File: config.mk
export PLATFORM = sky130hd
export DESIGN_NAME = lphi_queue
export DESIGN_NICKNAME = d
export VERILOG_FILES = /design/src/design/lphi_pkg.sv /design/src/design/lphi_queue.sv
export SDC_FILE = /design/constraint.sdc
export NUM_CORES = 1
export LEC_CHECK = 0
export BUFFER_PORTS_ARGS = -buffer_cell sky130_fd_sc_hd__buf_2
export CAP_MARGIN = 0
export CORE_UTILIZATION = 56
export DETAILED_ROUTE_END_ITERATION = 8
export GPL_TIMING_DRIVEN = 0
export PLACE_DENSITY = 0.82
export SYNTH_ARGS = -nofsm -noshare
export SYNTH_HDL_FRONTEND = slang
export SYNTH_SLANG_ARGS = --single-unit
File: constraint.sdc
create_clock -name clk -period 10.1 [get_ports clk]
set_input_delay 1.01 -clock clk [delete_from_list [all_inputs] [get_ports clk]]
set_output_delay 1.01 -clock clk [all_outputs]
set_load 0.01 [all_outputs]
File: src/design/lphi_pkg.sv
// Shared types and constants for the linear-probe hash insert block.
// Used by the front, queue, back and top-level modules; no dependencies.
package lphi_pkg;

    localparam int SLOTS     = 1024;
    localparam int SLOT_W    = $clog2(SLOTS);
    localparam int CAP_W     = SLOT_W + 1;
    localparam int CFG_W     = 11;
    localparam int KEY_W     = 32;
    localparam int VAL_W     = 32;
    localparam int NUM_W     = 10;
    localparam int CNT_W     = 11;
    localparam int CMD_W     = 2;
    localparam int STAT_W    = 2;
    localparam int DIV_CNT_W = $clog2(KEY_W);
    localparam int QDEPTH    = 2;
    localparam int QPTR_W    = $clog2(QDEPTH);

    localparam logic [CMD_W-1:0] CMD_INSERT = 2'd0;
    localparam logic [CMD_W-1:0] CMD_READ   = 2'd1;
    localparam logic [CMD_W-1:0] CMD_CLEAR  = 2'd2;

    localparam logic [STAT_W-1:0] ST_OK    = 2'd0;
    localparam logic [STAT_W-1:0] ST_FULL  = 2'd1;
    localparam logic [STAT_W-1:0] ST_RANGE = 2'd2;

    // operation class decided by the front end
    typedef enum logic [2:0] {
        OP_NOP,
        OP_INSERT,
        OP_READ,
        OP_RANGE,
        OP_CLEAR
    } op_t;

    typedef struct packed {
        op_t              op;
        logic [SLOT_W-1:0] addr;
        logic [VAL_W-1:0]  va;
        logic [VAL_W-1:0]  vb;
    } q_item_t;

    typedef struct packed {
        logic empty;
        logic full;
    } q_status_t;

    typedef struct packed {
        logic             valid;
        logic [VAL_W-1:0] va;
        logic [VAL_W-1:0] vb;
        logic [NUM_W-1:0] num;
    } slot_entry_t;

    typedef struct packed {
        logic [STAT_W-1:0] status;
        logic [SLOT_W-1:0] slot;
        logic [CAP_W-1:0]  probes;
        logic              occupied;
        logic [VAL_W-1:0]  va;
        logic [VAL_W-1:0]  vb;
        logic [NUM_W-1:0]  num;
    } result_t;

endpackage

File: src/design/lphi_queue.sv
// Short FIFO between the front end and the table engine.
// Depends on lphi_pkg.
module lphi_queue (
    input  logic               clk,
    input  logic               rst_n,
    input  logic               push,
    input  lphi_pkg::q_item_t   push_item,
    input  logic               pop,
    output lphi_pkg::q_item_t   head,
    output lphi_pkg::q_status_t q_stat
);
    import lphi_pkg::*;

    q_item_t            slots_reg [QDEPTH];
    logic [QPTR_W-1:0]  wr_ptr_reg, rd_ptr_reg;
    logic [QPTR_W:0]    count_reg, count_next;

    assign head         = slots_reg[rd_ptr_reg];
    assign q_stat.empty = (count_reg == '0);
    assign q_stat.full  = (count_reg == (QPTR_W + 1)'(QDEPTH));

    always_comb
    begin
        count_next = count_reg;
        if (push && !pop)
        begin
            count_next = count_reg + 1'b1;
        end
        else if (pop && !push)
        begin
            count_next = count_reg - 1'b1;
        end
    end

    always_ff @(posedge clk or negedge rst_n)
    begin
        if (!rst_n)
        begin
            wr_ptr_reg <= '0;
            rd_ptr_reg <= '0;
            count_reg  <= '0;
        end
        else
        begin
            count_reg <= count_next;
            if (push)
            begin
                wr_ptr_reg <= wr_ptr_reg + 1'b1;
            end
            if (pop)
            begin
                rd_ptr_reg <= rd_ptr_reg + 1'b1;
            end
        end
    end

    always_ff @(posedge clk)
    begin
        if (push)
        begin
            slots_reg[wr_ptr_reg] <= push_item;
        end
    end

endmodule

Word-level counts from Yosys, hierarchy flattened

Memories as Yosys holds them, arrays and structs flattened.
Cells that the tools add are included.

Register bits: 4
Bits in latches: 0
Memory bits (writable): 154
ROM bits: 0
Input port bits: 81
Output and inout bits: 79
Logic and storage cells: 19
Memories: 1

Memories:

| name      | words | width | rd ports | clocked after Yosys merged registers in | write ports | RTL line         | text |
|---|---|---|---|---|---|---|---|
| slots_reg | 2     | 77    | 1        | 0                                       | 1           | lphi_queue.sv:14 | `q_item_t slots_reg [QDEPTH];` |

Add/subtract/negate cells: 4
Multiply operators: 0
Divide/modulo/power cells: 0
Order comparisons: 0
Equality and inequality tests: 1
Shifts and indexed selects: 0
Multiplexer cells: 4
Bitwise operators: 0
Reduce and logical (&&, ||, !) cells: 6

Operators by type and width:

| operator              | count |
|---|---|
| $mux W2               | 2 |
| $add A1 B1 Y1 const B | 2 |
| $add A2 B1 Y2 const B | 1 |
| $eq A2 B2 Y1 const B  | 1 |
| $logic_and A1 B1 Y1   | 2 |
| $logic_not A1 Y1      | 2 |
| $logic_not A2 Y1      | 1 |
| $mux W1               | 2 |
| $reduce_bool A2 Y1    | 1 |
| $sub A2 B1 Y2 const B | 1 |

Logic depth before layout (Yosys ltp)

Depth after elaboration: 4
Mapped depth: 5
Mapped depth without buffers: 5

Least setup slack after synthesis

OpenSTA, ideal clock, no wires.

Path type: input port to flip-flop
Start point: in push
End point: mem slots_reg[0][0] (netlist name), enable pin
Library setup time: 522 ps
Arrival: 4380 ps
Data required time: 9578 ps
Path slack: 5198 ps
Cell stages on the path: 1
Path buffers: 0
Cell sequence: nor2b_1

Longest elaborated chain between the ends: 2

RTL lines:

| what                          | RTL line         | text |
|---|---|---|
| start, declared               | lphi_queue.sv:6  | `input logic push,` |
| $mux W1                       | lphi_queue.sv:59 | `if (push)` |
| $mux W1 (not written as such) | lphi_queue.sv:61 | `slots_reg[wr_ptr_reg] <= push_item;` |
| end, declared                 | lphi_queue.sv:14 |  |

No other way between the ends.

==> key figures <==
Pwr
  • Logic gate share of total power: 28.7%
  • PD cells: 288 mW/mm²
  • Net switching power: 0.582 mW
  • Internal: 1.56 mW
  • Reg power frac: 42.1%
  • Maximum VDD drop: 0.000175 V
  • Total Power: 2.15 mW
  • Clock power frac: 29.1%
  • Leakage: 2.91 nW
  • Switch share: 27.1%

Finish
  • Ant. Diodes: 0
  • Non-filler cells, final: 583
  • Area grow syn2layout: 28.1%
  • Register area: 0.00472 mm²
  • Max reg flops: 154
  • Fill cells: 612
  • Multi-input logic area: 0.00103 mm²
  • Layout net count: 519
  • Share of layout cells above drive strength 1: 62.0%

Timing
  • Final hold violation count: 0
  • Slew of the pin with the lowest slew margin: 0.868 ns
  • Sum Neg Setup Slack: 0 ns
  • Slew headroom: 42.0%
  • Final Critical Period: 2.81 ns
  • Final number of setup-violating endpoints: 0
  • Fmax: 356 MHz
  • Final Max Tran Viols: 0
  • Worst-case clock skew: 0.00439 ns
  • RSZ-0062 raised after global routing: false
  • Final Cycle Share: 27.8%

GRT
  • GRT Residual Overflow: 0
  • Initial antenna violation count: 0
  • Vias in the first global route: 3193
  • Largest net degree at the start of global routing: 45
  • All-layer global routing usage: 19.5%
  • Global-route wire length before repair: 15.4 mm

Yosys
  • Register area share after synthesis: 81.1%
  • Syn Inst Count: 256
  • Fraction of the mapped netlist area in adder cells: 0.215%
  • Mux contribution to synthesized area: 16.2%
  • Synth Cell Area: 0.00582 mm²
  • Largest family of logic cells by synthesized area: multiplexers
  • XOR/XNOR Fraction of Synth Area: 0.752%
  • Synth Area in Compound Gates: 0%
  • Number of synthesized register bits: 158
  • Synth Area per Inst: 22.7 µm²
  • Net Count, Synth: 338
  • Post-synthesis simple-gate area fraction: 0.451%
  • Post-synth cell types: 13
  • YS warnings: 0

Detailed routing
  • Final WL: 9.93 mm
  • Vias per cell: 5.05
  • WL per Instance: 17.0 µm
  • DRC Markers: 0
  • 1st-iter DRT viols: 99
  • Vias: 2947
  • Routed Antenna Nets: 0
  • Number of iterations in the first detailed-routing pass: 4

Floorplan
  • IO Pins: 160
  • Die extent in x: 104 µm
  • Initial Utilization: 58.8%
  • Row count: 36
  • Core area: 0.00991 mm²
  • Die area: 0.0108 mm²
  • Die outline height: 104 µm

Worst setup path
  • CP startpoint kind: register
  • R2R Setup Slk: 8.34 ns
  • Crit path max-delay cell type: dfrtp_1
  • Crit path DAT: 1.80 ns
  • Worst EP required: 9.09 ns
  • Delay of the slowest cell on the worst path: 0.34 ns
  • Crit Path Category: register to primary output
  • Crit-path cells: buf_6 -> buf_6 -> buf_6 -> mux2_4 -> buf_2
  • Delay-heaviest family, CP: buffers and inverters
  • Most used cell, CP: buf_6
  • CP bufs+invs: 4
  • Crit. End Element: primary output
  • Maximum fanout along the worst path: 10

CTS
  • Hold-fix buffers, CTS: 0
  • Clock sinks: 158
  • Clock Root Buffer: clkbuf_8
  • CTS tree: built
  • Post-CTS setup buffer count: 0
  • TritonCTS buffer count: 17
  • Post_cts resized: 0
  • H-tree levels: 4
  • Clock Latency Late Sink: 0.52 ns
  • Clock slew at reported path FFs: 0.06 ns
  • CTS max path bufs: 2

Outcome
  • Status: finished clean

Min path
  • Worst min-delay path class: input pin to async pin

Place
  • Dpl cells: 551
  • Dpl hpwl: 6.72 mm
  • Port Buffers: 159
  • Gp weighted congestion: 0.707

Flow run
  • Max cap viols: 0
-- power groups by stage --
stage	clock, mW	combinational (mW)	sequential (mW)
floorplan	0	0.397	0.918
global placement	0	0.592	0.928
detailed placement	0	0.623	0.917
CTS	0.635	0.628	0.905
global route	0.660	0.661	0.915
finish	0.626	0.617	0.904
-- cells in the mapped netlist --
| master | count | area (µm²) |
|---|---|---|
| and2_1 | 1 | 6.26 |
| buf_2 | 5 | 25.0 |
| buf_6 | 4 | 45.0 |
| dfrtp_1 | 4 | 100 |
| edfxtp_1 | 154 | 4620 |
| ha_1 | 1 | 12.5 |
| inv_1 | 1 | 3.75 |
| mux2_2 | 57 | 642 |
| mux2_4 | 20 | 300 |
| nor2_1 | 2 | 7.51 |
| nor2b_1 | 2 | 12.5 |
| xnor2_1 | 1 | 8.76 |
| xor2_1 | 4 | 35.0 |
-- worst reg2reg max path: stages, from the launching register on --
cell     delay (ns)
dfrtp_1        0.43
nor2b_4        0.70
buf_12         0.30
-- path summary, 6_finish.rpt --
path | end | startpoint | cells after the start
worst max-delay path | head[27] | rd_ptr_reg | 5
worst min-delay path | rd_ptr_reg | rst_n | 1
worst max register to register | slots_reg[0][30] | wr_ptr_reg | 2
worst min register to register | count_reg[1] | count_reg[1] | 1
max in group asynchronous | count_reg[1] | rst_n | 1
min in group clk | count_reg[1] | count_reg[1] | 1
-- cell type report --
| type | instances | share of cell area, % |
|---|---|---|
| flip-flops and latches | 158 | 63.3 |
| multi-input cells | 88 | 13.9 |
| repair buffers | 162 | 11.7 |
| clock buffers | 22 | 6.07 |
| well taps | 133 | 2.23 |
| clock inverters | 10 | 1.86 |
| plain buffers | 9 | 0.939 |
| inverters | 1 | 0.0503 |
-- layer usage --
metal / wire, µm / track usage (%) / vias to the layer above
li1: - / - / 1385
met1: 3800 / 20.7 / 1421
met2: 5140 / 33.3 / 122
met3: 779 / 8.40 / 19
met4: 202 / 9.18 / 0
met5: 0 / 0 / -
-- kinds of logic after synthesis --
family / count (synthesis)
multiplexers: 77
buffers and inverters: 10
AND/OR/NAND/NOR: 5
flip-flops: 158
adder cells (fa/ha/maj): 1
XOR/XNOR: 5
-- layout by cell type, fill, tap and decap left out, types with 4 or more instances in the layout --
| master | n |
|---|---|
| clkinvlp_4 | 4 |
| clkbuf_16 | 16 |
| mux2_2 | 57 |
| edfxtp_1 | 154 |
| buf_6 | 4 |
| mux2_4 | 20 |
| xor2_1 | 4 |
| buf_2 | 164 |
| dfrtp_1 | 4 |
-- through the flow --
stage          instance area [µm²]  hold WS (ns)  worst slack, ns  util [%]
2_1_floorplan                 5820         0.455             5.20         -
3_3_place_gp                  6790         0.469             3.36      68.5
3_5_place_dp                  6870         0.494             7.53      69.3
4_1_cts                       7460         0.263             7.26      75.3
5_1_grt                       7460         0.264             7.21      75.3
6_report                      7460         0.282             7.29      75.3
No activity file was read; power rests on OpenSTA's default activity.
