`config.mk`:
```
export PLATFORM = sky130hd
export DESIGN_NAME = lphi_front
export DESIGN_NICKNAME = d
export VERILOG_FILES = /design/src/design/lphi_pkg.sv /design/src/design/lphi_front.sv
export SDC_FILE = /design/constraint.sdc
export NUM_CORES = 1
export LEC_CHECK = 0
export BUFFER_PORTS_ARGS = -buffer_cell sky130_fd_sc_hd__buf_2
export CAP_MARGIN = 20
export CORE_MARGIN = 8
export CORE_UTILIZATION = 52
export CTS_BUF_LIST = sky130_fd_sc_hd__clkbuf_8
export CTS_CLUSTER_SIZE = 16
export DETAILED_ROUTE_END_ITERATION = 10
export GPL_ROUTABILITY_DRIVEN = 0
export HOLD_SLACK_MARGIN = 0.08
export PLACE_DENSITY_LB_ADDON = 0.3
export RECOVER_POWER = 100
export SYNTH_ARGS = -nofsm -noshare
export SYNTH_HDL_FRONTEND = slang
export SYNTH_SLANG_ARGS = --single-unit
```
`constraint.sdc`:
```
create_clock -name clk -period 4.13 [get_ports clk]
set_input_delay 0.413 -clock clk [delete_from_list [all_inputs] [get_ports clk]]
set_output_delay 0.413 -clock clk [all_outputs]
set_load 0.05 [all_outputs]
```
`src/design/lphi_pkg.sv`:
```
// Shared types and constants for the linear-probe hash insert block.
// Used by the front, queue, back and top-level modules; no dependencies.
package lphi_pkg;

    localparam int SLOTS     = 1024;
    localparam int SLOT_W    = $clog2(SLOTS);
    localparam int CAP_W     = SLOT_W + 1;
    localparam int CFG_W     = 11;
    localparam int KEY_W     = 32;
    localparam int VAL_W     = 32;
    localparam int NUM_W     = 10;
    localparam int CNT_W     = 11;
    localparam int CMD_W     = 2;
    localparam int STAT_W    = 2;
    localparam int DIV_CNT_W = $clog2(KEY_W);
    localparam int QDEPTH    = 2;
    localparam int QPTR_W    = $clog2(QDEPTH);

    localparam logic [CMD_W-1:0] CMD_INSERT = 2'd0;
    localparam logic [CMD_W-1:0] CMD_READ   = 2'd1;
    localparam logic [CMD_W-1:0] CMD_CLEAR  = 2'd2;

    localparam logic [STAT_W-1:0] ST_OK    = 2'd0;
    localparam logic [STAT_W-1:0] ST_FULL  = 2'd1;
    localparam logic [STAT_W-1:0] ST_RANGE = 2'd2;

    // operation class decided by the front end
    typedef enum logic [2:0] {
        OP_NOP,
        OP_INSERT,
        OP_READ,
        OP_RANGE,
        OP_CLEAR
    } op_t;

    typedef struct packed {
        op_t              op;
        logic [SLOT_W-1:0] addr;
        logic [VAL_W-1:0]  va;
        logic [VAL_W-1:0]  vb;
    } q_item_t;

    typedef struct packed {
        logic empty;
        logic full;
    } q_status_t;

    typedef struct packed {
        logic             valid;
        logic [VAL_W-1:0] va;
        logic [VAL_W-1:0] vb;
        logic [NUM_W-1:0] num;
    } slot_entry_t;

    typedef struct packed {
        logic [STAT_W-1:0] status;
        logic [SLOT_W-1:0] slot;
        logic [CAP_W-1:0]  probes;
        logic              occupied;
        logic [VAL_W-1:0]  va;
        logic [VAL_W-1:0]  vb;
        logic [NUM_W-1:0]  num;
    } result_t;

endpackage

```
`src/design/lphi_front.sv`:
```
// Front end: accepts commands, classifies them and computes the home slot
// with a bit-serial remainder unit. Depends on lphi_pkg.
module lphi_front (
    input  logic                       clk,
    input  logic                       rst_n,
    input  logic                       start,
    input  logic [lphi_pkg::CMD_W-1:0]  cmd,
    input  logic [lphi_pkg::KEY_W-1:0]  hash_key,
    input  logic [lphi_pkg::VAL_W-1:0]  value_a,
    input  logic [lphi_pkg::VAL_W-1:0]  value_b,
    input  logic [lphi_pkg::SLOT_W-1:0] read_slot,
    input  logic [lphi_pkg::CAP_W-1:0]  cap,
    input  logic                       back_init,
    input  lphi_pkg::q_status_t         q_stat,
    output logic                       busy,
    output logic                       push,
    output lphi_pkg::q_item_t           push_item
);
    import lphi_pkg::*;

    typedef enum logic [1:0] {
        F_IDLE,
        F_DIV,
        F_PUSH
    } fstate_t;

    fstate_t               state_reg, state_next;
    logic [KEY_W-1:0]      key_reg, key_next;
    logic [SLOT_W-1:0]     rem_reg, rem_next;
    logic [DIV_CNT_W-1:0]  cnt_reg, cnt_next;
    q_item_t               item_reg, item_next;

    logic [CAP_W-1:0]      trial;
    logic [SLOT_W-1:0]     rem_step;

    // one restoring step: remainder stays below cap, so trial < 2*cap
    always_comb
    begin
        trial    = {rem_reg, key_reg[KEY_W-1]};
        rem_step = (trial >= cap) ? SLOT_W'(trial - cap) : trial[SLOT_W-1:0];
    end

    assign busy      = (state_reg != F_IDLE) || back_init;
    assign push      = (state_reg == F_PUSH) && !q_stat.full;
    assign push_item = item_reg;

    always_comb
    begin
        state_next = state_reg;
        key_next   = key_reg;
        rem_next   = rem_reg;
        cnt_next   = cnt_reg;
        item_next  = item_reg;
        unique case (state_reg)
            F_IDLE:
            begin
                if (start && !back_init)
                begin
                    item_next.va   = value_a;
                    item_next.vb   = value_b;
                    item_next.addr = read_slot;
                    unique case (cmd)
                        CMD_INSERT:
                        begin
                            item_next.op = OP_INSERT;
                            key_next     = hash_key;
                            rem_next     = '0;
                            cnt_next     = DIV_CNT_W'(KEY_W - 1);
                            state_next   = F_DIV;
                        end
                        CMD_READ:
                        begin
                            item_next.op = ({1'b0, read_slot} >= cap) ? OP_RANGE : OP_READ;
                            state_next   = F_PUSH;
                        end
                        CMD_CLEAR:
                        begin
                            item_next.op = OP_CLEAR;
                            state_next   = F_PUSH;
                        end
                        default:
                        begin
                            item_next.op = OP_NOP;
                            state_next   = F_PUSH;
                        end
                    endcase
                end
            end
            F_DIV:
            begin
                key_next = key_reg << 1;
                rem_next = rem_step;
                cnt_next = cnt_reg - 1'b1;
                if (cnt_reg == '0)
                begin
                    item_next.addr = rem_step;
                    state_next     = F_PUSH;
                end
            end
            F_PUSH:
            begin
                if (!q_stat.full)
                begin
                    state_next = F_IDLE;
                end
            end
            default:
            begin
                state_next = F_IDLE;
            end
        endcase
    end

    always_ff @(posedge clk or negedge rst_n)
    begin
        if (!rst_n)
        begin
            state_reg <= F_IDLE;
            cnt_reg   <= '0;
            item_reg  <= '0;
        end
        else
        begin
            state_reg <= state_next;
            cnt_reg   <= cnt_next;
            item_reg  <= item_next;
        end
    end

    always_ff @(posedge clk)
    begin
        key_reg  <= key_next;
        rem_reg  <= rem_next;
    end

endmodule

```
==> Yosys cells after proc, flatten, opt, wreduce, memory -nomap -nowiden <==
Cells that the tools add are included.
{ "word_totals": {"register_bits": 126, "in_bits": 125, "out_inout_bits": 79, "word_cells": 54} }
{ "op_classes": {"addsub": 2, "order_cmp": 2, "eq_ne": 8, "muxes": 20, "n_reduce_logical": 14} }
{ "op_table": {"columns": ["operator", "count"], "rows": [
  ["74-bit two-way mux", 1],
  ["32-bit two-way mux", 2],
  ["32-bit one-hot mux with 2 select lines", 1],
  ["10-bit two-way mux", 4],
  ["10-bit one-hot mux with 2 select lines", 2],
  ["10-bit by 11-bit greater-or-equal comparator with 1-bit output", 1],
  ["11-bit greater-or-equal comparator", 1],
  ["5-bit two-way mux", 2],
  ["5-bit one-hot mux with 2 select lines", 1],
  ["10-bit subtractor", 1],
  ["3-bit one-hot mux with 3 select lines", 1],
  ["3-bit AND reduction", 3],
  ["2-bit two-way mux", 4],
  ["2-bit != test, second input constant", 3],
  ["2-bit one-hot mux with 3 select lines", 1],
  ["5-bit zero test", 1],
  ["5-bit by 1-bit subtractor with 5-bit output, second input constant", 1],
  ["2-bit by 1-bit == test with 1-bit output, second input constant", 2],
  ["2-bit == test, second input constant", 2],
  ["2-bit zero test", 2],
  ["2-bit nonzero test", 2],
  ["1-bit logical AND", 2],
  ["1-bit zero test", 2],
  ["2-bit by 1-bit != test with 1-bit output, second input constant", 1],
  ["3 further kinds", 3]
]} }

==> Longest topological paths before layout <==
Gate-level depths: netlist (run 1).
{ "logic_depth": {"word_depth": 4, "ltp_mapped": 10} }

==> Worst setup path before layout (run 1) <==
Ideal clock, no wire load.
{ "synth_path": {"path_type": "flip-flop to flip-flop", "from": "register state_reg[0]", "to": "register cnt_reg[4]", "setup_ps": 122, "arrival_time_ps": 3096, "t_required_ps": 4008, "slack_ps": 912, "path_stages_with_launch": 7, "synth_period_minus_slack_ps": 3218, "path_cell_list": "dfrtp_1 -> clkbuf_1 -> a21oi_1 -> nor2_1 -> nand3_1 -> xor2_1 -> nand2_1"} }
{ "synth_via": {"elab_chain_len": 3} }
{ "synth_rtl": {"columns": ["item", "line_no", "source"], "rows": [
  ["from (decl)", "lphi_front.sv:27", "fstate_t state_reg, state_next;"],
  ["from (signal assigned)", "lphi_front.sv:124", "state_reg <= state_next;"],
  ["2-bit zero test / 2-bit by 1-bit == test with 1-bit output (equally long branches)", "lphi_front.sv:54", "unique case (state_reg)"],
  ["2-bit by 1-bit != test with 1-bit output (no line) (tied with other cells)", null, null],
  ["3-bit AND reduction (no line)", null, null],
  ["to (signal assigned)", "lphi_front.sv:125", "cnt_reg <= cnt_next;"],
  ["to (decl)", "lphi_front.sv:30", "logic [DIV_CNT_W-1:0] cnt_reg, cnt_next;"]
]} }
Several ways; a longest one is shown, not always the timed one.
A chain may end at the register's enable or synchronous reset.

==> Final worst setup path (run 1) <==
{ "layout_path": {"from": "register rem_reg[3]", "to": "register rem_reg[9] (data pin)"} }
{ "layout_via": {"elab_chain_len": 3} }
{ "layout_rtl": {"columns": ["item", "line_no", "source"], "rows": [
  ["from (decl)", "lphi_front.sv:29", "logic [SLOT_W-1:0] rem_reg, rem_next;"],
  ["from (signal assigned)", "lphi_front.sv:133", "rem_reg <= rem_next;"],
  ["10-bit subtractor / 11-bit greater-or-equal comparator (equally long branches)", "lphi_front.sv:40", "rem_step = (trial >= cap) ? SLOT_W'(trial - cap) : trial[SLOT_W-1:0];"],
  ["10-bit two-way mux (*)", "lphi_front.sv:40", null],
  ["10-bit one-hot mux with 2 select lines (*)", "lphi_front.sv:54", null]
]} }
Mark *: on every way between the ends. The rest lies on a longest branch, timed or not.

==> impl_table.tex, run 1 <==
\begin{tabular}{lr}
\hline
Metric & Value \\
\hline
\multicolumn{2}{l}{\textbf{STA}} \\
\quad Min Tclk post-route & about 3 ns \\
\quad Final hold vios & 0 \\
\quad Post-layout worst setup margin & 1.14 ns \\
\quad Unrepaired setup endpoints after global routing & no \\
\quad Post-route clock period utilization & 0.723 \\
\quad Pins Over Slew Limit & $\sim$150 \\
\quad Fin Hold WS & 0.209 ns \\
\quad Post-Route Setup TNS & 0 ns \\
\quad Max Clk Rate & 335 MHz \\
\quad Worst slew margin & -0.180 \\
\quad Fin Clk Skew & 0.00950 ns \\
\quad Pin slew with the least headroom to its limit & 1.77 ns \\
\quad Setup violation total in the final timing report & 0 \\
\multicolumn{2}{l}{\textbf{Synth}} \\
\quad Portion of synthesized cell area occupied by the leading cell type & 0.353 \\
\quad Register bit count reported by yosys & $\sim$130 \\
\quad Syn Nets & 667 \\
\quad Dominant cells by area after synthesis & dfrtp\_1 35\%, edfxtp\_1 21\%, mux2\_2 12\%, nand2\_1 8.1\%, ha\_1 4.8\% \\
\quad Distinct cells, synth & 52 \\
\quad Library cell occupying the most area in the post-synthesis netlist & dfrtp\_1 \\
\quad Synth Flop Type & dfrtp\_1 \\
\quad Post-Syn Area per Cell & 11.5 µm² \\
\quad Synthesized area & 5950 µm² \\
\quad Async S/R FF share, synth & 0.667 \\
\quad Number of warning messages in the yosys log & 0 \\
\quad Sequential share of the synthesized area & 0.565 \\
\quad Number of enable-type register cells in the synthesized netlist & 42 \\
\quad Synth Instances & 518 \\
\multicolumn{2}{l}{\textbf{Die}} \\
\quad Initial core utilization & 0.528 \\
\quad Chip height & 123 µm \\
\quad I/O pin cnt & approximately 200 \\
\quad Area of the core & 11,300 µm² \\
\quad Die area & 15,100 µm² \\
\quad Die Width & 123 µm \\
\quad Placement Rows & 39 \\
\multicolumn{2}{l}{\textbf{Detailed routing}} \\
\quad Number of vias per cell & 5.24 \\
\quad Routed met3 length & around 1500 µm \\
\quad Post-detailed-route wirelength per cell & roughly 17 µm \\
\quad Vias & 4,609 \\
\quad Number of nets still failing antenna checks after routing & 0 \\
\quad Uppermost layer routed & met4 \\
\quad Routed wire length on met2 & 7920 µm \\
\quad Routed length on met1 & 5680 µm \\
\quad Drc violations & 0 \\
\quad Wire length after detailed routing & 15,300 µm \\
\quad Drt first-iter violations & 292 \\
\quad 1st-pass router iterations & 4 \\
\multicolumn{2}{l}{\textbf{Cells and area}} \\
\quad Largest register FFs & 77 \\
\quad Area Overhead vs Synth & 23.1\% \\
\quad Fraction of final layout cells with drive strength greater than 1 & 0.307 \\
\quad Final instance count without filler cells & 880 \\
\quad Number of nets in the final layout & about 870 \\
\quad FILL cells & 953 \\
\quad Antenna diodes & 0 \\
\multicolumn{2}{l}{\textbf{Clocking}} \\
\quad Clock latency of the later-clocked register in the worst-skew pair & 0.43 ns \\
\quad Maximum level of the CTS H-tree & 4 \\
\quad Buffer type at the clock tree root & clkbuf\_8 \\
\quad CTS sink cnt & 126 \\
\quad Total CTS buffers & 17 \\
\quad Number of buffers on the longest clock path & 2 \\
\quad TritonCTS clock tree & yes \\
\quad Clock-pin slew reported for the worst setup and hold paths after clock tree synthesis & approximately 0.070 ns \\
\quad Number of setup buffers added after CTS & 0 \\
\multicolumn{2}{l}{\textbf{Min path}} \\
\quad Min-Delay Endpoint & push\_item[15] \\
\quad Worst hold path stage count & 2 \\
\quad Source of the worst hold timing path & value\_b[15] \\
\quad Worst min-delay path class & in -> reg \\
\multicolumn{2}{l}{\textbf{Place}} \\
\quad Count of input and output buffers & 202 \\
\quad Post-place setup slack & 1.28 ns \\
\quad Hpwl dp & 11,400 µm \\
\quad Placed cell count & 846 \\
\multicolumn{2}{l}{\textbf{Critical path}} \\
\quad List of cells traversed by the critical path & ha\_1, a211oi\_1, o21bai\_1, o21ai\_0, and2\_0, or2b\_1, and3\_1 \\
\quad Setup slack, reg-to-reg & between 1 and 1.5 ns \\
\quad Slowest CP cell & and2\_0 \\
\quad Worst EP arrival & 3.17 ns \\
\quad Reg2reg end & rem\_reg[9] \\
\quad Setup Crit Path Kind & reg -> reg \\
\quad Beginning of the worst register-to-register path & rem\_reg[3] \\
\quad Longest individual stage delay on the worst path & around 0.60 ns \\
\quad Cells on worst reg2reg path & 7 \\
\quad Critical Path RT & 4.31 ns \\
\quad Kind of launch point of the worst setup path & register \\
\quad Maximum fanout count along the critical path & 8 \\
\quad Nature of the critical path endpoint & register \\
\multicolumn{2}{l}{\textbf{Pwr}} \\
\quad Switching power as a share of total power & 0.482 \\
\quad Internal power component & 3.07 mW \\
\quad Sequential group share of total power & 0.357 \\
\quad Portion of total power attributed to combinational logic & 0.474 \\
\quad Standby leakage power & 3.36 nW \\
\quad Largest voltage drop on the vdd net & roughly 0.00072 V \\
\quad Net Switching & 2.86 mW \\
\quad Total chip power & 5.93 mW \\
\quad Power share of the clock group & 0.169 \\
\quad PD cells & 810 nW/µm² \\
\multicolumn{2}{l}{\textbf{GRT}} \\
\quad Number of global-route vias before repair & $\sim$5,000 \\
\quad Overall Global Routing Usage & 0.207 \\
\quad Aggregate global routing overflow & 0 \\
\quad Number of antenna violations at the first check in global routing & 0 \\
\quad Global-route wire length before repair & 24,300 µm \\
\quad Maximum number of pins on one net before global-route repair & 85 \\
\multicolumn{2}{l}{\textbf{Run status}} \\
\quad Violations in the final reports & capacitance limit, slew limit \\
\quad Status & finished with violations \\
\multicolumn{2}{l}{\textbf{Flow run}} \\
\quad Max-cap violation count & 2 \\
\hline
\end{tabular}
-- cells by family (layout without fill, tap and decap cells) --
| family | after synthesis | count (layout) | synth area share |
|---|---|---|---|
| AOI/OAI and AO/OA | 64 | 64 | 0.0778 |
| and+or+nand+nor | 187 | 187 | 0.138 |
| adders and majority gates | 24 | 24 | 0.0517 |
| buffers and inverters | 43 | 262 | 0.0297 |
| muxes | 71 | 71 | 0.133 |
| xor gates and xnor gates | 3 | 3 | 0.00442 |
| DFF | 126 | 126 | 0.565 |
-- worst max-delay path, delay by kind of cell (launching register included) --
family	cells	cell delay, ns
compound gates	3	0.88
fa+ha+maj	1	0.39
flops	1	0.40
simple gates	3	1.08
-- cells in the mapped netlist, drive strengths merged (5+ instances only) --
library cell	number
mux2i	5
inv	21
dfrtp	84
nand2b	7
buf	6
o22a	5
clkbuf	16
a21oi	15
o21ai	17
nand2	128
nor2	21
edfxtp	42
ha	23
mux2	66
nand3b	5
-- worst max-delay path by stage --
stage	end	from
CTS	push_item[72]	key_reg[31]
floorplan	cnt_reg[4]	state_reg[0]
global route	push_item[13]	rst_n
global placement	push_item[72]	cap[0]
finish	rem_reg[9]	rem_reg[3]
detailed placement	push_item[72]	cap[0]
-- per-stage QoR --
stage          cell area (µm²)  utilization
2_1_floorplan             5950            -
3_3_place_gp              7100        0.629
3_5_place_dp              7100        0.629
4_1_cts                   7470        0.663
5_1_grt                   7320        0.650
6_report                  7320        0.650
-- power groups by stage --
| stage | registers [mW] | clock network (mW) | logic (mW) |
|---|---|---|---|
| 2_1_floorplan | 3.39 | 0 | 0.927 |
| 3_3_place_gp | 2.09 | 0 | 2.91 |
| 3_5_place_dp | 2.12 | 0 | 2.98 |
| 4_1_cts | 2.11 | 1.04 | 2.98 |
| 5_1_grt | 2.18 | 1.08 | 2.98 |
| 6_report | 2.12 | 1.00 | 2.81 |
-- final cells by class --
class                   instances  area (µm²)  area share
flip-flops and latches        126        3360       0.459
multi-input cells             349        2380       0.325
repair buffers                209         950       0.130
clock buffers                  21         289      0.0395
well taps                     143         179      0.0244
clock inverters                11        87.6      0.0120
inverters                      21        78.8      0.0108
-- metal layers --
layer / track usage / up-vias
met5: 0 / -
met4: 0.0754 / 0
met3: 0.0936 / 16
met2: 0.354 / 161
met1: 0.221 / 2215
li1: - / 2217
-- cells in the final DEF, fill, tap and decap left out, types with 20 or more instances in the layout --
cell,netlist,layout
buf_2,3,122
clkbuf_1,16,83
clkbuf_8,0,21
dfrtp_1,84,84
edfxtp_1,42,42
ha_1,23,23
inv_1,21,23
mux2_2,66,65
nand2_1,128,128
nor2_1,21,20
-- repair_timing --
| item | 4_1_cts | 5_1_grt |
|---|---|---|
| hold endpoints to repair | 0 | 10 |
| hold buffers | 0 | 1 |
| resized for setup | 0 | 0 |
Note: power is estimated with default switching activity, not from simulation.
==> run 2: changes to the inputs <==
--- a/config.mk
+++ b/config.mk
@@ -8,7 +8,7 @@
 export BUFFER_PORTS_ARGS = -buffer_cell sky130_fd_sc_hd__buf_2
 export CAP_MARGIN = 20
 export CORE_MARGIN = 8
-export CORE_UTILIZATION = 52
+export CORE_UTILIZATION = 47
 export CTS_BUF_LIST = sky130_fd_sc_hd__clkbuf_8
 export CTS_CLUSTER_SIZE = 16
 export DETAILED_ROUTE_END_ITERATION = 10
==> constraint.sdc (replaced) <==
create_clock -name clk -period 2.55 [get_ports clk]
set_input_delay 0.255 -clock clk [delete_from_list [all_inputs] [get_ports clk]]
set_output_delay 0.255 -clock clk [all_outputs]
set_load 0.05 [all_outputs]
==> run 2 against run 1 <==
Effect of this change:
- sequential power rose by 63%
- worst setup slack got worse by 1.0 ns
- clock power rose by 110%
- core utilization rose by 3.8 points
- worst hold slack got worse by 0.11 ns
- critical endpoint is now push_item[72]
- final cell count rose by 15%
- non-clock buffer count rose by 104
- critical path type unchanged
- the run still ends with capacitance limit, slew limit left
==> impl_table.tex, run 2 (same netlist as run 1, synthesis figures left out) <==
\begin{tabular}{lr}
\hline
Metric & Value \\
\hline
\multicolumn{2}{l}{\textbf{STA}} \\
\quad Setup violation total in the final timing report & 0 (unchanged) \\
\quad Pin slew with the least headroom to its limit & 1.85 ns (+0.0801 ns) \\
\quad Post-route clock period utilization & 0.959 (+0.236) \\
\quad Pins Over Slew Limit & 31 (-79\%) \\
\quad Unrepaired setup endpoints after global routing & no \\
\quad Worst slew margin & -0.233 (-0.0534) \\
\quad Max Clk Rate & 409 MHz (+22\%) \\
\quad Post-layout worst setup margin & 0.103 ns (-1.04 ns) \\
\quad Min Tclk post-route & 2.45 ns (-0.539 ns) \\
\quad Fin Hold WS & 0.104 ns (-0.105 ns) \\
\quad Fin Clk Skew & 0.0132 ns (+0.00375 ns) \\
\quad Final hold vios & 0 (unchanged) \\
\quad Post-Route Setup TNS & 0 ns (unchanged) \\
\multicolumn{2}{l}{\textbf{Clocking}} \\
\quad TritonCTS clock tree & yes \\
\quad CTS sink cnt & 126 (unchanged) \\
\quad Number of buffers on the longest clock path & 2 (unchanged) \\
\quad Clock-pin slew reported for the worst setup and hold paths after clock tree synthesis & 0.08 ns (about the same) \\
\quad Total CTS buffers & 17 (unchanged) \\
\quad Buffer type at the clock tree root & clkbuf\_8 \\
\quad Maximum level of the CTS H-tree & 4 (unchanged) \\
\quad Clock latency of the later-clocked register in the worst-skew pair & 0.45 ns (+0.02 ns) \\
\multicolumn{2}{l}{\textbf{Min path}} \\
\quad Min-Delay Endpoint & key\_reg[6] \\
\quad Source of the worst hold timing path & hash\_key[6] \\
\quad Worst hold path stage count & 3 (+1) \\
\quad Worst min-delay path class & in -> reg \\
\multicolumn{2}{l}{\textbf{Cells and area}} \\
\quad Fraction of final layout cells with drive strength greater than 1 & 0.289 (-0.0177) \\
\quad Number of nets in the final layout & 977 (+12\%) \\
\quad Area Overhead vs Synth & 44.1\% \\
\quad FILL cells & 924 (-3.0\%) \\
\quad Largest register FFs & 77 (unchanged) \\
\quad Highest-count cells in the layout ignoring fill and taps & 128 x nand2\_1, 122 x buf\_2, 96 x dlygate4sd3\_1 \\
\quad Final Core Density & 0.688 (+0.0380) \\
\quad Most common cell after layout, fill and taps aside & nand2\_1 \\
\multicolumn{2}{l}{\textbf{Critical path}} \\
\quad Kind of launch point of the worst setup path & register \\
\quad Critical Path RT & 2.89 ns (-1.42 ns) \\
\quad Nature of the critical path endpoint & register \\
\quad Setup slack, reg-to-reg & 0.10 ns (-1.04 ns) \\
\quad Maximum fanout count along the critical path & 2 (-6) \\
\quad Setup Crit Path Kind & reg -> reg \\
\quad Cells on worst reg2reg path & 9 (+2) \\
\quad Worst EP arrival & 2.78 ns (-0.39 ns) \\
\quad Reg2reg end & push\_item[72] \\
\quad Beginning of the worst register-to-register path & key\_reg[31] \\
\multicolumn{2}{l}{\textbf{GRT}} \\
\quad Aggregate global routing overflow & 0 (unchanged) \\
\quad Number of global-route vias before repair & 5,791 (+15\%) \\
\quad Maximum number of pins on one net before global-route repair & 85 (unchanged) \\
\quad Global-route wire length before repair & 28,900 µm (+19\%) \\
\quad Number of antenna violations at the first check in global routing & 1 (+1) \\
\quad Overall Global Routing Usage & 0.226 (+0.0197) \\
\multicolumn{2}{l}{\textbf{Place}} \\
\quad Hpwl dp & 11,700 µm (+2.2\%) \\
\quad Post-place setup slack & -0.00898 ns (-1.29 ns) \\
\quad Count of input and output buffers & 202 (unchanged) \\
\multicolumn{2}{l}{\textbf{Die}} \\
\quad Chip height & 128 µm (+4.5\%) \\
\quad Die area & 16,500 µm² (+9.2\%) \\
\quad Die Width & 128 µm (+4.5\%) \\
\quad Initial core utilization & 0.477 (-0.0505) \\
\quad Placement Rows & 41 (+5.1\%) \\
\quad Area of the core & 12,500 µm² (+11\%) \\
\quad I/O pin cnt & 204 (unchanged) \\
\multicolumn{2}{l}{\textbf{Detailed routing}} \\
\quad 1st-pass router iterations & 4 (unchanged) \\
\quad Uppermost layer routed & met4 \\
\quad Drc violations & 0 (unchanged) \\
\quad Post-detailed-route wirelength per cell & 18.1 µm (+4.2\%) \\
\quad Routed wire length on met2 & 9810 µm (+24\%) \\
\quad Routed length on met1 & 6810 µm (+20\%) \\
\quad Number of nets still failing antenna checks after routing & 0 (unchanged) \\
\quad Wire length after detailed routing & 18,400 µm (+20\%) \\
\quad Drt first-iter violations & 308 (+5.5\%) \\
\quad Routed met3 length & 1340 µm (-12\%) \\
\quad Vias & 5,199 (+13\%) \\
\quad Number of vias per cell & 5.13 (-2.1\%) \\
\multicolumn{2}{l}{\textbf{Run status}} \\
\quad Violations in the final reports & capacitance limit, slew limit \\
\quad Status & finished with violations \\
\multicolumn{2}{l}{\textbf{Pwr}} \\
\quad Largest voltage drop on the vdd net & 0.00128 V (+78\%) \\
\quad PD cells & 1220 nW/µm² (+50\%) \\
\quad Standby leakage power & 3.88 nW (+16\%) \\
\quad Total chip power & 10.4 mW (+76\%) \\
\multicolumn{2}{l}{\textbf{Flow run}} \\
\quad Max-cap violation count & 1 (-1) \\
\hline
\end{tabular}
[run 2: cell count changes in the layout (fill, tap and decap cells not counted), moves of 2 or more]
cell           before  now
dlygate4sd3_1       1   96
buf_4               1    8
bufinv_16           1    6
clkbuf_8           21   17
mux2_1              1    4
mux2_2             65   62
and2_0              2    0
clkbuf_1           83   81
clkbuf_4            0    2
clkinv_4            0    2
[run 2: per-stage QoR]
step	cells	area [µm²]
after global routing	1014	8570
after detailed placement	883	7220
after floorplan	518	5950
after CTS	1011	8650
final	1014	8570
after global placement	883	7220
[run 2: how the worst max path moves through the flow]
| stage | start | endpoint | slack, ns | cells past startpoint |
|---|---|---|---|---|
| 2_1_floorplan | key_reg[31] | push_item[72] | 0.09 | 9 |
| 3_3_place_gp | cap[0] | push_item[72] | 0.02 | 9 |
| 6_report | key_reg[31] | push_item[72] | 0.10 | 9 |
| 4_1_cts | key_reg[31] | push_item[72] | 0.002 | 9 |
| 3_5_place_dp | cap[0] | push_item[72] | -0.009 | 9 |
| 5_1_grt | key_reg[31] | push_item[72] | 0.0009 | 9 |
[run 2: layer usage]
layer	GRT usage	vias up
met3	0.0827	30
li1	-	2437
met5	0	-
met4	0.0940	0
met2	0.410	187
met1	0.231	2545
[run 2: worst max-delay path, stage by stage (launching register included)]
cell and delay [ns]:
edfxtp_1 0.33, inv_1 0.05, ha_1 0.22, fa_2 0.35, nand2b_4 0.15, a21oi_2 0.16
and4_1 0.21, mux2_2 0.34, o311a_4 0.35, o22a_1 0.18
[run 2: cell type report]
type | instances | area [µm²] | share of cell area
Tap cell | 172 | 215 | 0.0251
Timing Repair Buffer | 313 | 2010 | 0.234
Clock inverter | 15 | 240 | 0.0280
Multi-Input combinational cell | 349 | 2430 | 0.284
Inverter | 21 | 78.8 | 0.00919
Antenna cell | 1 | 2.50 | 0.000292
Clock buffer | 17 | 234 | 0.0273
Sequential cell | 126 | 3360 | 0.392
[run 2: timing repair]
action,in CTS,in global routing
hold buffers,96,0
setup endpoints to repair,0,6
gates resized for setup,0,5
setup buffers,0,1
hold endpoints to repair,178,0
[run 2: power breakdown]
part / leakage, nW / switching, mW / internal, mW
Clock: 0.242 / 0.834 / 1.26
Combinational: 2.27 / 3.59 / 1.29
Sequential: 1.37 / 0.474 / 2.99
